## src/rtl/bam_pkg.sv

```systemverilog
// shared types, constants and register codes for the battery adc monitor
// depends on nothing; imported by bam_addsub and battery_adc_monitor
package bam_pkg;

  // field widths
  localparam int ADC_W   = 12;
  localparam int V_W     = 23;
  localparam int PCT_W   = 7;
  localparam int ST_W    = 2;
  localparam int CFG_IW  = 3;

  // default for the adc resolution parameter
  localparam int ADC_BITS_DEF = 12;

  // shared subtractor width: one bit above the voltage width
  localparam int AW = V_W + 1;

  // width of |voltage - min| * 100, and the number of divide steps
  localparam int NUM_W     = 30;
  localparam int DIV_STEPS = NUM_W;

  // scaling constants
  localparam logic [19:0] LO_COEF    = 20'd78125;
  localparam logic [19:0] HI_COEF    = 20'd924375;
  localparam int          LO_SHIFT   = 7;
  localparam int          HI_SHIFT   = 9;
  localparam logic [V_W-1:0] HI_OFFSET  = 23'd33000;
  localparam logic [V_W-1:0] LO_LIMIT   = 23'd2500000;
  localparam logic [V_W-1:0] MOVE_LIMIT = 23'd50000;
  localparam logic [PCT_W-1:0] PCT_FULL = 7'd100;

  // register reset values
  localparam logic [V_W-1:0] MAX_V_RST = 23'd4200000;
  localparam logic [V_W-1:0] MIN_V_RST = 23'd3600000;

  // configuration register indexes
  localparam logic [CFG_IW-1:0] CFG_MAX_V      = 3'd0;
  localparam logic [CFG_IW-1:0] CFG_MIN_V      = 3'd1;
  localparam logic [CFG_IW-1:0] CFG_DET_PRES   = 3'd2;
  localparam logic [CFG_IW-1:0] CFG_ACTIVE_LOW = 3'd3;

  // charge status codes
  localparam logic [ST_W-1:0] ST_UNKNOWN      = 2'd0;
  localparam logic [ST_W-1:0] ST_CHARGING     = 2'd1;
  localparam logic [ST_W-1:0] ST_NOT_CHARGING = 2'd2;

  typedef struct packed {
    logic [ADC_W-1:0] adc_sample;
    logic             sample_ok;
    logic             charger_level;
  } in_beat_t;

  typedef struct packed {
    logic [V_W-1:0]   voltage_uv;
    logic [PCT_W-1:0] capacity_pct;
    logic             health_low;
    logic [ST_W-1:0]  charge_status;
    logic             changed;
    logic             sample_error;
  } out_beat_t;

  // request to and response from the shared subtractor
  typedef struct packed {
    logic [AW-1:0] a;
    logic [AW-1:0] b;
  } alu_req_t;

  typedef struct packed {
    logic [AW-1:0] res;
    logic          borrow;
  } alu_rsp_t;

endpackage

```

## src/rtl/bam_addsub.sv

```systemverilog
// shared subtractor with borrow out, used for every difference and divide step
// depends on bam_pkg
module bam_addsub (
  input  bam_pkg::alu_req_t req,
  output bam_pkg::alu_rsp_t rsp
);
  import bam_pkg::*;

  logic [AW:0] diff;

  // a - b with one guard bit for the borrow
  assign diff       = {1'b0, req.a} - {1'b0, req.b};
  assign rsp.res    = diff[AW-1:0];
  assign rsp.borrow = diff[AW];

endmodule

```

## src/rtl/battery_adc_monitor.sv

```systemverilog
// battery adc monitor: scales a sample to microvolts and derives capacity,
// health, charge status and a change flag; depends on bam_pkg and bam_addsub
// sequence: a failed sample goes straight to the result register; otherwise scaling
// (multiply, then shift and offset), three differences on the shared subtractor, the
// times-100 step, 30 divide steps unless the capacity is forced to zero, then commit
// throughput: one beat at a time; a new beat is taken the cycle after the previous
// one is committed, and commit waits while the result register is still held
// synchronous active-low reset
module battery_adc_monitor #(
  parameter int ADC_BITS = bam_pkg::ADC_BITS_DEF
) (
  input  logic                       clk,
  input  logic                       rst_n,
  input  logic                       in_valid,
  output logic                       in_ready,
  input  bam_pkg::in_beat_t          in_data,
  output logic                       out_valid,
  input  logic                       out_ready,
  output bam_pkg::out_beat_t         out_data,
  input  logic                       cfg_valid,
  output logic                       cfg_ready,
  input  logic [bam_pkg::CFG_IW-1:0] cfg_index,
  input  logic [bam_pkg::V_W-1:0]    cfg_data
);
  import bam_pkg::*;

  localparam int SW  = (ADC_BITS < ADC_W) ? ADC_BITS : ADC_W;
  localparam int CW  = $clog2(DIV_STEPS);
  localparam logic [CW-1:0] DIV_LAST = CW'(DIV_STEPS - 1);

  // sequencer states
  localparam logic [2:0] S_IDLE  = 3'd0;
  localparam logic [2:0] S_MUL   = 3'd1;
  localparam logic [2:0] S_SCALE = 3'd2;
  localparam logic [2:0] S_ABS   = 3'd3;
  localparam logic [2:0] S_PCT   = 3'd4;
  localparam logic [2:0] S_DIV   = 3'd5;
  localparam logic [2:0] S_DONE  = 3'd6;

  // difference being taken on the shared subtractor
  localparam logic [1:0] OP_SPAN = 2'd0;
  localparam logic [1:0] OP_NUM  = 2'd1;
  localparam logic [1:0] OP_MOVE = 2'd2;

  logic [2:0]       state_r, state_nxt;
  logic [1:0]       op_r, op_nxt;
  logic             swap_r, swap_nxt;
  logic [CW-1:0]    cnt_r, cnt_nxt;

  logic [V_W-1:0]   max_v_r, min_v_r;
  logic             det_pres_r, active_low_r;
  logic [V_W-1:0]   last_v_r, last_v_nxt;
  logic [ST_W-1:0]  last_st_r, last_st_nxt;

  logic [SW-1:0]    sample_r;
  logic             ok_r, level_r;
  logic [31:0]      prod_r;
  logic [V_W-1:0]   v_r;
  logic [V_W-1:0]   span_r, num_r, move_r;
  logic             span_neg_r, num_neg_r;
  logic [V_W-1:0]   rem_r, rem_nxt;
  logic [NUM_W-1:0] dvd_r, dvd_nxt;

  logic             out_valid_r;
  out_beat_t        out_data_r;

  alu_req_t         alu_req;
  alu_rsp_t         alu_rsp;
  logic [AW-1:0]    op_a, op_b;
  logic [AW-1:0]    trial;
  logic             low_range;
  logic [19:0]      coef;
  logic             slot_free;
  logic             pct_zero;
  logic [PCT_W-1:0] pct;
  logic [ST_W-1:0]  st_new;
  logic             st_chg, v_chg;

  assign in_ready  = (state_r == S_IDLE);
  assign cfg_ready = 1'b1;
  assign out_valid = out_valid_r;
  assign out_data  = out_data_r;
  assign slot_free = !out_valid_r || out_ready;

  // configuration registers; writes beyond the list are dropped
  always_ff @(posedge clk) begin
    if (!rst_n) begin
      max_v_r      <= MAX_V_RST;
      min_v_r      <= MIN_V_RST;
      det_pres_r   <= 1'b0;
      active_low_r <= 1'b0;
    end else if (cfg_valid) begin
      case (cfg_index)
        CFG_MAX_V:      max_v_r      <= cfg_data;
        CFG_MIN_V:      min_v_r      <= cfg_data;
        CFG_DET_PRES:   det_pres_r   <= cfg_data[0];
        CFG_ACTIVE_LOW: active_low_r <= cfg_data[0];
        default: ;
      endcase
    end
  end

  // range select and scaling coefficient
  assign low_range = (max_v_r <= LO_LIMIT);
  assign coef      = low_range ? LO_COEF : HI_COEF;

  // operand selection for the shared subtractor
  assign trial = {rem_r, dvd_r[NUM_W-1]};
  always_comb begin
    op_a = '0;
    op_b = '0;
    if (state_r == S_DIV) begin
      op_a = trial;
      op_b = {1'b0, span_r};
    end else begin
      case (op_r)
        OP_SPAN: begin
          op_a = {1'b0, max_v_r};
          op_b = {1'b0, min_v_r};
        end
        OP_NUM: begin
          op_a = {1'b0, v_r};
          op_b = {1'b0, min_v_r};
        end
        OP_MOVE: begin
          op_a = {1'b0, v_r};
          op_b = {1'b0, last_v_r};
        end
        default: ;
      endcase
    end
    alu_req.a = swap_r ? op_b : op_a;
    alu_req.b = swap_r ? op_a : op_b;
  end

  bam_addsub u_addsub (
    .req (alu_req),
    .rsp (alu_rsp)
  );

  // result fields and state updates at commit
  assign pct_zero = !ok_r || (span_r == '0) || (num_neg_r != span_neg_r);
  assign pct      = pct_zero ? '0
                  : ((dvd_r > NUM_W'(PCT_FULL)) ? PCT_FULL : dvd_r[PCT_W-1:0]);
  assign st_new   = (level_r ^ active_low_r) ? ST_CHARGING : ST_NOT_CHARGING;
  assign st_chg   = det_pres_r && (st_new != last_st_r);
  assign v_chg    = ok_r && (move_r > MOVE_LIMIT);

  // sequencer
  always_comb begin
    state_nxt   = state_r;
    op_nxt      = op_r;
    swap_nxt    = swap_r;
    cnt_nxt     = cnt_r;
    rem_nxt     = rem_r;
    dvd_nxt     = dvd_r;
    last_v_nxt  = last_v_r;
    last_st_nxt = last_st_r;
    case (state_r)
      S_IDLE: begin
        if (in_valid) begin
          state_nxt = in_data.sample_ok ? S_MUL : S_DONE;
          op_nxt    = OP_SPAN;
          swap_nxt  = 1'b0;
        end
      end
      S_MUL:   state_nxt = S_SCALE;
      S_SCALE: state_nxt = S_ABS;
      S_ABS: begin
        if (!swap_r && alu_rsp.borrow) begin
          swap_nxt = 1'b1;
        end else begin
          swap_nxt = 1'b0;
          if (op_r == OP_MOVE) begin
            state_nxt = S_PCT;
          end else begin
            op_nxt = op_r + 2'd1;
          end
        end
      end
      S_PCT: begin
        dvd_nxt   = NUM_W'(num_r) * NUM_W'(PCT_FULL);
        rem_nxt   = '0;
        cnt_nxt   = '0;
        state_nxt = pct_zero ? S_DONE : S_DIV;
      end
      S_DIV: begin
        // one restoring step: keep the difference when it does not borrow
        rem_nxt = alu_rsp.borrow ? trial[V_W-1:0] : alu_rsp.res[V_W-1:0];
        dvd_nxt = {dvd_r[NUM_W-2:0], !alu_rsp.borrow};
        cnt_nxt = cnt_r + CW'(1);
        if (cnt_r == DIV_LAST) begin
          state_nxt = S_DONE;
        end
      end
      S_DONE: begin
        if (slot_free) begin
          state_nxt = S_IDLE;
          if (st_chg) last_st_nxt = st_new;
          if (v_chg)  last_v_nxt  = v_r;
        end
      end
      default: state_nxt = S_IDLE;
    endcase
  end

  // control state
  always_ff @(posedge clk) begin
    if (!rst_n) begin
      state_r     <= S_IDLE;
      op_r        <= OP_SPAN;
      swap_r      <= 1'b0;
      cnt_r       <= '0;
      last_v_r    <= '0;
      last_st_r   <= ST_UNKNOWN;
      out_valid_r <= 1'b0;
    end else begin
      state_r   <= state_nxt;
      op_r      <= op_nxt;
      swap_r    <= swap_nxt;
      cnt_r     <= cnt_nxt;
      last_v_r  <= last_v_nxt;
      last_st_r <= last_st_nxt;
      if (state_r == S_DONE && slot_free) begin
        out_valid_r <= 1'b1;
      end else if (out_ready) begin
        out_valid_r <= 1'b0;
      end
    end
  end

  // datapath registers
  always_ff @(posedge clk) begin
    rem_r <= rem_nxt;
    dvd_r <= dvd_nxt;
    // capture the input beat, masked to the adc resolution
    if (in_valid && in_ready) begin
      sample_r <= in_data.adc_sample[SW-1:0];
      ok_r     <= in_data.sample_ok;
      level_r  <= in_data.charger_level;
    end
    // product of sample and range coefficient
    if (state_r == S_MUL) begin
      prod_r <= 32'(sample_r) * {12'd0, coef};
    end
    // shift and offset to microvolts
    if (state_r == S_SCALE) begin
      v_r <= low_range ? V_W'(prod_r >> LO_SHIFT)
                       : V_W'(prod_r >> HI_SHIFT) + HI_OFFSET;
    end
    // magnitudes and signs of the three differences
    if (state_r == S_ABS && (swap_r || !alu_rsp.borrow)) begin
      case (op_r)
        OP_SPAN: begin
          span_r     <= alu_rsp.res[V_W-1:0];
          span_neg_r <= swap_r;
        end
        OP_NUM: begin
          num_r     <= alu_rsp.res[V_W-1:0];
          num_neg_r <= swap_r;
        end
        OP_MOVE: move_r <= alu_rsp.res[V_W-1:0];
        default: ;
      endcase
    end
    // result register
    if (state_r == S_DONE && slot_free) begin
      out_data_r.voltage_uv    <= ok_r ? v_r : '0;
      out_data_r.capacity_pct  <= pct;
      out_data_r.health_low    <= !ok_r || num_neg_r;
      out_data_r.charge_status <= st_chg ? st_new : last_st_r;
      out_data_r.changed       <= st_chg || v_chg;
      out_data_r.sample_error  <= !ok_r;
    end
  end

  // a failed conversion goes straight to commit
  a_fail_skips: assert property (@(posedge clk) disable iff (!rst_n)
    (in_valid && in_ready && !in_data.sample_ok) |=> (state_r == S_DONE))
    else $error("failed sample did not skip the arithmetic");

  // a failed conversion reports zero voltage and capacity with low health
  a_fail_fields: assert property (@(posedge clk) disable iff (!rst_n)
    (out_valid && out_data.sample_error) |->
      (out_data.voltage_uv == '0 && out_data.capacity_pct == '0 && out_data.health_low))
    else $error("failed sample reported non-zero fields");

  // capacity never exceeds full scale
  a_pct_range: assert property (@(posedge clk) disable iff (!rst_n)
    out_valid |-> (out_data.capacity_pct <= PCT_FULL))
    else $error("capacity above full scale");

  // the divide ends after its last step
  a_div_end: assert property (@(posedge clk) disable iff (!rst_n)
    (state_r == S_DIV && cnt_r == DIV_LAST) |=> (state_r == S_DONE))
    else $error("divide overran its step count");

endmodule
```

## config.mk

```make
export PLATFORM = sky130hd
export DESIGN_NAME = battery_adc_monitor
export DESIGN_NICKNAME = d
export VERILOG_FILES = /design/src/rtl/bam_pkg.sv /design/src/rtl/bam_addsub.sv /design/src/rtl/battery_adc_monitor.sv
export SDC_FILE = /design/constraint.sdc
export NUM_CORES = 1
export LEC_CHECK = 0
export BUFFER_PORTS_ARGS = -buffer_cell sky130_fd_sc_hd__buf_2
export CAP_MARGIN = 15
export CORE_MARGIN = 5
export CORE_UTILIZATION = 45
export CTS_CLUSTER_DIAMETER = 200
export DETAILED_ROUTE_END_ITERATION = 16
export MAX_ROUTING_LAYER = met4
export PLACE_DENSITY = 0.67
export SKIP_CTS_REPAIR_TIMING = 1
export SLEW_MARGIN = 25
export SYNTH_ARGS = -nofsm -noshare
export SYNTH_HDL_FRONTEND = slang
export SYNTH_SLANG_ARGS = --single-unit
```

## constraint.sdc

```tcl
create_clock -name clk -period 14.2 [get_ports clk]
set_clock_uncertainty 0.15 [all_clocks]
set_input_delay 0.71 -clock clk [delete_from_list [all_inputs] [get_ports clk]]
set_output_delay 0.71 -clock clk [all_outputs]
set_load 0.01 [all_outputs]
```

==> flow_metrics.env <==
export IMPL_status="finished clean"
export IMPL_routabilityCongestion=0.9672
export IMPL_fillers=4472
export IMPL_dpl_hpwl_mm=42.67
export IMPL_num_rows=81
export IMPL_drt_met1_wl_mm=25.65
export IMPL_synth_edf_count=221
export IMPL_fp_dieW_um=231.0
export IMPL_cp_slowest_cell="fa_1"
export IMPL_area_delta_synth_final_pct=9.816
export IMPL_cts_num_sinks=306
export IMPL_syn_area_um2=21970
export IMPL_wl_met2_mm=24.52
export IMPL_die_area_um2=53350
export IMPL_placed_area_um2=22990
export IMPL_antenna_found_initial=1
export IMPL_wl_met3_mm=3.599
export IMPL_cts_made_buffers=36
export IMPL_core_area_um2=48650
export IMPL_clk_pin_slew_worst_paths_ps=60
export IMPL_cts_tree="built"
export IMPL_start_util=0.4517
export IMPL_grt_pass1_wl_mm=87.11
export IMPL_grt_pass1_vias=15680
export IMPL_fmax_mhz=128.0
export IMPL_rsz0062_at_grt="no"
export IMPL_fin_crit_sh=0.5500
export IMPL_grt_max_degree=63
export IMPL_path_buf_inv=5
export IMPL_synthTopCellsByArea="edfxtp_1, fa_1, ha_1, dfxtp_1, inv_1"
export IMPL_drc=0
export IMPL_routed_via_count=15980
export IMPL_synthCells=2202
export IMPL_fin_crit_ps=7810
export IMPL_track_usage=0.2121
export IMPL_stdcell_area_um2=24130
export IMPL_finalSetupTns_ps=0
export IMPL_drtIter0Drc=1345
export IMPL_critPathMaxStageDelay_ps=540
export IMPL_slew_headroom=0.3502
export IMPL_worstSetupPathType="reg2reg"
export IMPL_top_layer="met4"
export IMPL_crit_required_ps=14340
export IMPL_synth_top_area_cell="edfxtp_1"
export IMPL_yosys_register_bits=306
export IMPL_setup_violations_final=0
export IMPL_portBuffers=81
export IMPL_antennaDiodeCount=0
export IMPL_async_flop_share=0
export IMPL_h_tree_depth=2
export IMPL_worst_path_max_fanout=35
export IMPL_critPathTopFamily="adder cells"
export IMPL_overflow=0
export IMPL_synth_top_cell_area_share=0.3020
export IMPL_worst_slew_pin_slew_ps=973.2
export IMPL_ioPinCount=83
export IMPL_wl_mm=55.27
export IMPL_synth_distinct_cells=78
export IMPL_crit_path_start_kind="register"
export IMPL_ant_nets=0
export IMPL_cap_violations=0
export IMPL_clockBufferDepth=3
export IMPL_die_h_um=231.0
export IMPL_dr_pass1_iters=6
export IMPL_synthFlopType="edfxtp_1"
export IMPL_min_path_type="in2reg"
export IMPL_nets=2639
export IMPL_drive_gt1_frac=0.08724
export IMPL_syn_area_per_cell_um2=9.979
export IMPL_clock_latency_ps=550
export IMPL_critPathArrivalTime_ps=7950
export IMPL_synth_warnings=0
export IMPL_endpoint_kind="register"
export IMPL_hold_viol=0
export IMPL_drt_wirelength_per_cell_um=19.04
export IMPL_seq_area_frac_synth=0.3794
export IMPL_vias_per_cell=5.503
export IMPL_drv_slew=0
export IMPL_root_buffer="clkbuf_16"
[final timing paths]
path                                               start                      end  slack (ps)  depth (start not counted)
worst max-delay path            max_v_r[11]$_SDFFE_PN0P_     prod_r[26]$_DFFE_PP_        6390                         26
worst min-delay path                         in_data[12]   sample_r[10]$_DFFE_PP_         180                          1
worst max register to register  max_v_r[11]$_SDFFE_PN0P_     prod_r[26]$_DFFE_PP_        6390                         26
worst min register to register   min_v_r[6]$_SDFFE_PN0P_  min_v_r[6]$_SDFFE_PN0P_         320                          2
[worst register-to-register path, stage by stage, from the launching register on]
cell and delay [ps]:
dfxtp_1 340, nor4b_1 360, nand4_1 260, or3_1 440, and3_1 170, buf_4 260
and2_1 350, or2_1 300, ha_1 340, inv_1 70, fa_1 490, fa_1 500
inv_1 60, fa_1 530, inv_1 60, fa_1 540, inv_1 40, ha_1 340
nand4_1 110, nor4_1 320, o311a_1 230, a21bo_2 160, a21oi_2 100, o31a_2 420
o31ai_1 350, a21oi_1 150, xnor2_1 140
[registers in the layout (all words and copies together) (netlist names), 2 cells and up]
| name | flops |
|---|---|
| cnt_r | 5 |
| dvd_r | 30 |
| last_st_r | 2 |
| last_v_r | 23 |
| max_v_r | 23 |
| min_v_r | 23 |
| move_r | 23 |
| num_r | 23 |
| op_r | 2 |
| out_data | 35 |
| prod_r | 25 |
| rem_r | 23 |
| sample_r | 12 |
| span_r | 23 |
| state_r | 3 |
| v_r | 23 |
[per-stage QoR]
step	setup slack [ps]	hold slack [ps]	instances	util
final	6390	182.8	2903	0.4961
after CTS	6380	155.8	2903	0.4960
after global routing	5881	161.4	2903	0.4961
after floorplan	7350	273.7	2209	-
after global placement	6548	296.4	2837	0.4723
after detailed placement	6437	301.4	2838	0.4725
[cells by family (layout without fill, tap and decap cells)]
kind of cell             after synthesis  after routing  synth area share
adder cells (fa/ha/maj)              340            340            0.2394
buffers and inverters                415            487           0.07151
AO/OA/AOI/OAI                        383            383            0.1129
other                                  2              9         0.0003418
flip-flops                           306            306            0.3794
multiplexers                          95             95           0.04458
AND/OR/NAND/NOR                      591            591            0.1240
XOR/XNOR                              70             70           0.02790
[layout make-up]
cell class / instances / area [um^2] / area share
Multi-Input combinational cell: 1488 / 12120 / 0.5021
Sequential cell: 306 / 8339 / 0.3456
Inverter: 324 / 1216 / 0.05040
Clock buffer: 53 / 1077 / 0.04464
Tap cell: 622 / 778.2 / 0.03225
Timing Repair Buffer: 98 / 536.8 / 0.02224
Clock inverter: 12 / 67.56 / 0.002800
[layout by cell type, fill, tap and decap left out, types with 38 or more instances in the layout]
cell type and count:
and2_1 42, o21ai_0 38, a22oi_1 48, buf_2 81, a21oi_1 137, fa_1 134, nand3_1 45, clkbuf_16 38
edfxtp_1 221, nor2_1 127, xnor2_1 40, dfxtp_1 84, nor3_1 73, ha_1 206, nand2_1 212, inv_1 322
mux2i_1 72
[layer usage]
layer,vias to the layer above,global-route usage
li1,7630,-
met2,518,0.3212
met3,100,0.03567
met4,0,0.05461
met1,7728,0.2995
met5,-,-
[synthesized netlist by cell type (all sizes together), types with 9 or more instances]
| cell | n |
|---|---|
| inv | 324 |
| edfxtp | 221 |
| nand2 | 213 |
| ha | 206 |
| a21oi | 138 |
| fa | 134 |
| nor2 | 127 |
| dfxtp | 85 |
| clkbuf | 82 |
| nor3 | 74 |
| mux2i | 72 |
| o21ai | 60 |
| a22oi | 48 |
| nand3 | 45 |
| and2 | 44 |
| xnor2 | 40 |
| xor2 | 30 |
| a21o | 23 |
| mux2 | 23 |
| a21boi | 17 |
| nand2b | 17 |
| o21a | 16 |
| nor4 | 15 |
| nand4 | 12 |
| o211ai | 11 |
| a31oi | 10 |
| and3 | 9 |
| buf | 9 |
| nor2b | 9 |
| or3 | 9 |
Power is left out: the tool's default activity adds up to more than one toggle a clock period on the data nets, which glitch-free logic cannot reach.
